===== src/sv/bpa_pkg.sv =====
// shared constants, codes and interface structs for the bitmap page allocator
// no dependencies; imported by every module of the block
package bpa_pkg;

    localparam int PAGES      = 4096;
    localparam int PAGE_W     = $clog2(PAGES) + 1;
    localparam int WORD_W     = 32;
    localparam int WORDS      = PAGES / WORD_W;
    localparam int WADDR_W    = $clog2(WORDS);
    localparam int WPTR_W     = WADDR_W + 1;
    localparam int WBIT_W     = $clog2(WORD_W);
    localparam int STEP_W     = 8;
    localparam int STEP_SEL_W = $clog2(WORD_W / STEP_W);
    localparam int SPTR_W     = $clog2(PAGES / STEP_W) + 1;
    localparam int ADDR_W     = 48;
    localparam int SHIFT_W    = 5;
    localparam int CFG_IDX_W  = 1;
    localparam int CFG_DATA_W = 13;

    localparam logic [PAGE_W-1:0]  COUNT_MAX = {PAGE_W{1'b1}};
    localparam logic [SHIFT_W-1:0] SHIFT_MIN = 5'd12;
    localparam logic [SHIFT_W-1:0] SHIFT_MAX = 5'd21;

    // request opcodes
    localparam logic [1:0] OP_ALLOC   = 2'd0;
    localparam logic [1:0] OP_FREE    = 2'd1;
    localparam logic [1:0] OP_RELEASE = 2'd2;

    // result status
    localparam logic [1:0] STAT_OK    = 2'd0;
    localparam logic [1:0] STAT_NOFIT = 2'd1;
    localparam logic [1:0] STAT_BAD   = 2'd2;

    // configuration register indexes
    localparam logic [CFG_IDX_W-1:0] REG_PAGE_SHIFT = 1'b0;
    localparam logic [CFG_IDX_W-1:0] REG_PAGE_LIMIT = 1'b1;

    typedef struct packed {
        logic [STEP_W-1:0] bits;
        logic [PAGE_W-1:0] base;
        logic [PAGE_W-1:0] start;
        logic [PAGE_W-1:0] bound;
        logic [PAGE_W-1:0] count;
        logic [PAGE_W-1:0] run;
    } step_req_t;

    typedef struct packed {
        logic              found;
        logic [PAGE_W-1:0] end_pos;
        logic [PAGE_W-1:0] run;
    } step_rsp_t;

    typedef struct packed {
        logic               en;
        logic [WADDR_W-1:0] addr;
        logic [WORD_W-1:0]  data;
    } map_wr_t;

    typedef struct packed {
        logic               en;
        logic [WADDR_W-1:0] addr;
    } map_rd_t;

endpackage


===== src/sv/bpa_step.sv =====
// free-run search step: walks one byte of the bitmap, extending the run count
// and flagging the first page where the run reaches the request; uses bpa_pkg
module bpa_step import bpa_pkg::*; (
    input  step_req_t req,
    output step_rsp_t rsp
);

    logic [PAGE_W-1:0] run;
    logic [PAGE_W-1:0] pos;
    logic [PAGE_W-1:0] end_pos;
    logic              hit;

    always_comb begin
        run     = req.run;
        hit     = 1'b0;
        end_pos = '0;
        pos     = req.base;
        for (int j = 0; j < STEP_W; j++) begin
            pos = req.base + PAGE_W'(j);
            // pages outside the search window neither count nor break a run
            if (!hit && pos >= req.start && pos < req.bound) begin
                if (!req.bits[j]) begin
                    run = run + 1'b1;
                    if (run == req.count) begin
                        hit     = 1'b1;
                        end_pos = pos + 1'b1;
                    end
                end else begin
                    run = '0;
                end
            end
        end
        rsp.found   = hit;
        rsp.end_pos = end_pos;
        rsp.run     = run;
    end

endmodule


===== config.mk =====
export PLATFORM = sky130hd
export DESIGN_NAME = bpa_step
export DESIGN_NICKNAME = d
export VERILOG_FILES = /design/src/sv/bpa_pkg.sv /design/src/sv/bpa_step.sv
export SDC_FILE = /design/constraint.sdc
export NUM_CORES = 1
export LEC_CHECK = 0
export BUFFER_PORTS_ARGS = -buffer_cell sky130_fd_sc_hd__buf_4
export CAP_MARGIN = 20
export CORE_UTILIZATION = 35
export DETAILED_ROUTE_END_ITERATION = 10
export PLACE_DENSITY = 0.54
export SKIP_LAST_GASP = 1
export SLEW_MARGIN = 20
export SYNTH_ARGS = -nofsm -noshare
export SYNTH_HDL_FRONTEND = slang
export SYNTH_SLANG_ARGS = --single-unit
export TNS_END_PERCENT = 1

===== constraint.sdc =====
create_clock -name vclk -period 21.4
set_clock_uncertainty 0.05 [all_clocks]
set_input_delay 3.21 -clock vclk [all_inputs]
set_output_delay 3.21 -clock vclk [all_outputs]
set_load 0.01 [all_outputs]

# After elaboration in Yosys (flattened, before gate mapping)
# Index checks and enable logic that the tools add are counted.
[totals]
regBits = 0
in_bits = 73
out_inout_bits = 27
elab_cells = 132
[classes]
n_addsub = 22
magnitude_cmp = 16
eq_ne = 8
muxes = 64
reduce_logical = 22
[op_table]
columns = ["cell", "count"]
rows = [
  ["$mux W13", 40],
  ["$add A13 B1 Y13 const B", 16],
  ["$eq A13 B13 Y1", 8],
  ["$ge A13 B13 Y1", 8],
  ["$lt A13 B13 Y1", 8],
  ["$add A13 B3 Y13 const B", 4],
  ["$add A13 B2 Y13 const B", 2],
  ["$mux W1", 24],
  ["$logic_and A1 B1 Y1", 15],
  ["$logic_not A1 Y1", 7],
]

# Longest topological paths before layout
[depth]
word_depth = 36
mapped_depth = 63
mapped_depth_nobuf = 52

# Worst setup path before layout
# Ideal clock, no wire load.
[synth_timing]
kind = "input to output"
start = "input port req[52] in the netlist's numbering"
end = "output port rsp[25] in the netlist's numbering"
arrival_time_ns = 15.462
required_ns = 18.140
slack_ns = 2.678
stages = 58
n_path_buf = 11
cell_sequence = "buf_6 > clkbuf_1 > inv_1 > ha_1 > nand2b_1 > a21oi_1 > o31a_1 > o21ai_1 > buf_4 > nand2_2 > buf_2 > buf_2 > o21ai_0 > ha_1 > clkbuf_1 > o221ai_1 > or3_1 > xnor2_1 > (+22 left out) > a2111oi_2 > nand4_1 > nor4b_1 > o2111ai_1 > a2111oi_4 > and4_1 > buf_4 > nor2_1 > mux2_2 > ha_1 > o21a_1 > or3_1 > a211oi_1 > o2111ai_1 > nor4b_2 > nand4_4 > buf_6 > o21ai_1"
[synth_rtl]
columns = ["element", "line", "source"]
rows = [
  ["start: declaration", "bpa_step.sv:4", "input step_req_t req,"],
  ["end: declaration", "bpa_step.sv:5", "output step_rsp_t rsp"],
]

==> reports/qor.csv <==
stage;metric;value;unit
worst_setup_path;CP arrival;17.12;ns
logic_synthesis;Synth Cell Area;16400;um2
detailed_routing;iteration count of the initial detailed-routing pass;6;
place;port buffer count;100;
power_and_ir_drop;PD cells;38.3;nW/um2
worst_setup_path;Crit. End Element;output pin;
layout;Seq cells;0;
status;status;finished clean;
power_and_ir_drop;Reg power frac;0;%
layout;register area;0;um2
die;Cell Rows;78;
power_and_ir_drop;sw frac;63.5;%
die;num ports;100;
timing;Setup violations, final;0;
logic_synthesis;syn_area_per_cell;7.04;um2
die;initial core utilization;35.8;%
global_route;largest net degree at the start of global routing;32;
power_and_ir_drop;power share of the clock group;0;%
die;die area;47700;um2
worst_setup_path;Slowest-stage cell, CP;o311ai_1;
global_route;vias in the first global route;17900;
timing;Max Fclk;0.0491;GHz
logic_synthesis;Yosys cell types;138;
detailed_routing;post-DR wirelength/cell;23.3;um
layout;nets;2621;
detailed_routing;DR iter-0 viols;2040;
detailed_routing;Residual DRC;0;
power_and_ir_drop;switching power;427;uW
timing;min Tclk post-route;20.38;ns
layout;clock buffers;0;
clock_tree;hold buffers post-CTS;0;
die;core area;45800;um2
worst_setup_path;crit path max fanout;24;
worst_setup_path;CP required;18.14;ns
logic_synthesis;Syn. warnings;0;
hold_path;Tightest Hold Check Type;input port to output pin;
logic_synthesis;Seq/Total Area, Yosys;0;%
timing;Worst slew margin;21.9;%
run;maxcap violations;0;
timing;RSZ-0062 raised after global routing;false;
detailed_routing;Via Count;18900;
worst_setup_path;Crit. Startpoint;req[56];
logic_synthesis;Post-Syn Nets;2606;
global_route;global-route wire length before repair;105000;um
timing;Fin Setup TNS;0;ns
worst_setup_path;CP endpoint;rsp[15];
power_and_ir_drop;Pleak;0.00701;uW
detailed_routing;post-route ant nets;0;
detailed_routing;post-DR vias/cell;6.42;
logic_synthesis;Mapped Cells;2328;
timing;Final Cycle Share;95.2;%
global_route;antenna violations before repair;2;
place;placed wire-length estimate;55200;um
worst_setup_path;slowest stage delay, CP;0.72;ns
power_and_ir_drop;internal power;246;uW
layout;layout cells sized above 1;11.7;%
power_and_ir_drop;worst vdd ir;0.0199;mV
timing;final slew viol count;0;
timing;Hold Violations, Final;0;
place;routability cong.;1.01;
place;Placed Cells;2940;
die;Die X;218;um
global_route;GR Overflow Total;0;
layout;Area growth, synth to finish;7.01;%
die;die span in y;218;um
worst_setup_path;CP startpoint kind;input port;
power_and_ir_drop;Logic pwr share;100.0;%
layout;Fillers;4849;
worst_setup_path;critical setup path kind;input port to output pin;
layout;final non-filler cell total;2943;
global_route;Global Route Usage Sum;27.9;%
detailed_routing;WL final;68700;um
timing;Slew @ Worst Pin;1.16;ns
## how the worst min path moves through the flow
stage,to,slack [ns],start,depth (start not counted)
detailed placement,rsp[7],6.72,req[72],3
floorplan,rsp[12],6.76,req[72],2
finish,rsp[7],6.72,req[72],3
global route,rsp[7],6.74,req[72],3
CTS,rsp[7],6.72,req[72],3
global placement,rsp[7],6.72,req[72],3
## worst max-delay path: cells and delay by family
family                   cells  cell delay [ns]
buffers and inverters        8             1.58
XOR/XNOR                     2             0.34
AO/OA/AOI/OAI               19             5.40
adder cells (fa/ha/maj)      4             1.07
multiplexers                 1             0.43
AND/OR/NAND/NOR             18             5.03
## metal layers
metal  wire, um  up-vias  track usage [%]
li1           -     8888                -
met1      30100     8976             37.5
met2      31300      881             45.7
met3       4680      160             2.51
met4       2580        0             10.5
met5          0        -                0
## power groups by stage
stage	Sequential, uW	Clock, uW	Combinational (uW)
6_report	0	0.0000126	672
5_1_grt	0	0.0000125	728
4_1_cts	0	0	656
3_5_place_dp	0	0	652
3_3_place_gp	0	0	649
2_1_floorplan	0	0	479
## timing repair
action / 4_1_cts / 5_1_grt
buffers inserted: 0 / 1
hold endpoints to repair: 0 / 0
gates resized for setup: 0 / 4
endpoints found under the setup margin: 0 / 14
## per-stage QoR
| stage | setup WS, ns | total power (uW) | cell area, um2 | util (%) | hold slack, ns |
|---|---|---|---|---|---|
| after global routing | 0.0621 | 728 | 17500 | 38.3 | 6.74 |
| after floorplan | 2.68 | 479 | 16400 | - | 6.76 |
| after CTS | 0.493 | 656 | 17500 | 38.3 | 6.72 |
| after detailed placement | 0.511 | 652 | 17500 | 38.3 | 6.72 |
| final | 1.02 | 672 | 17500 | 38.3 | 6.72 |
| after global placement | 0.903 | 649 | 17500 | 38.2 | 6.72 |
## cells in the mapped netlist, types with 37 or more instances
| library cell | instances | share of area [%] |
|---|---|---|
| a21o_1 | 67 | 3.1 |
| a21oi_1 | 136 | 4.2 |
| clkbuf_1 | 46 | 1.1 |
| ha_1 | 205 | 16 |
| inv_1 | 91 | 2.1 |
| nand2_1 | 170 | 3.9 |
| nand2b_1 | 37 | 1.4 |
| nand3_1 | 102 | 3.1 |
| nand4_1 | 55 | 2.1 |
| nor2_1 | 189 | 4.3 |
| nor3_1 | 84 | 2.6 |
| o211ai_1 | 37 | 1.7 |
| o21ai_0 | 105 | 3.2 |
| xnor2_1 | 166 | 8.9 |
| xor2_1 | 70 | 3.7 |
## placed cells by master, fill, tap and decap left out, types with 10 or more instances in the layout
cell type / instances
ha_1: 205
nor2_1: 189
nand2_1: 170
xnor2_1: 166
buf_4: 138
a21oi_1: 136
o21ai_0: 105
nand3_1: 102
inv_1: 91
nor3_1: 84
xor2_1: 69
a21o_1: 67
nand4_1: 55
nand2b_1: 37
o211ai_1: 37
or3_1: 35
a31oi_1: 33
and3_1: 30
a211oi_1: 29
nor2b_1: 28
nor4_1: 26
and2_1: 24
o22ai_1: 20
o21a_1: 18
a211o_1: 18
and4_1: 17
mux2i_1: 17
or2_2: 12
nor3b_1: 12
o21ai_1: 11
a22oi_1: 11
o2111ai_1: 11
o211a_1: 11
a311oi_1: 10
## final cells by class
cell class	instances	area, um2	area share (%)
multi-input combinational	2108	15400	87.8
timing repair buffer	138	1040	5.90
antenna	2	5.00	0.0285
inverter	95	357	2.03
tap	600	751	4.28
## cell families (layout without fill, tap and decap cells)
group	Yosys count	count (layout)	synth area share, %
adders and majority gates	205	205	15.6
buffers and inverters	220	233	6.32
and+or+nand+nor	919	919	30.9
other	0	2	0
muxes	27	27	1.75
AOI/OAI and AO/OA	718	718	32.4
xor gates and xnor gates	239	239	13.0
Note: power is estimated with default switching activity, not from simulation.
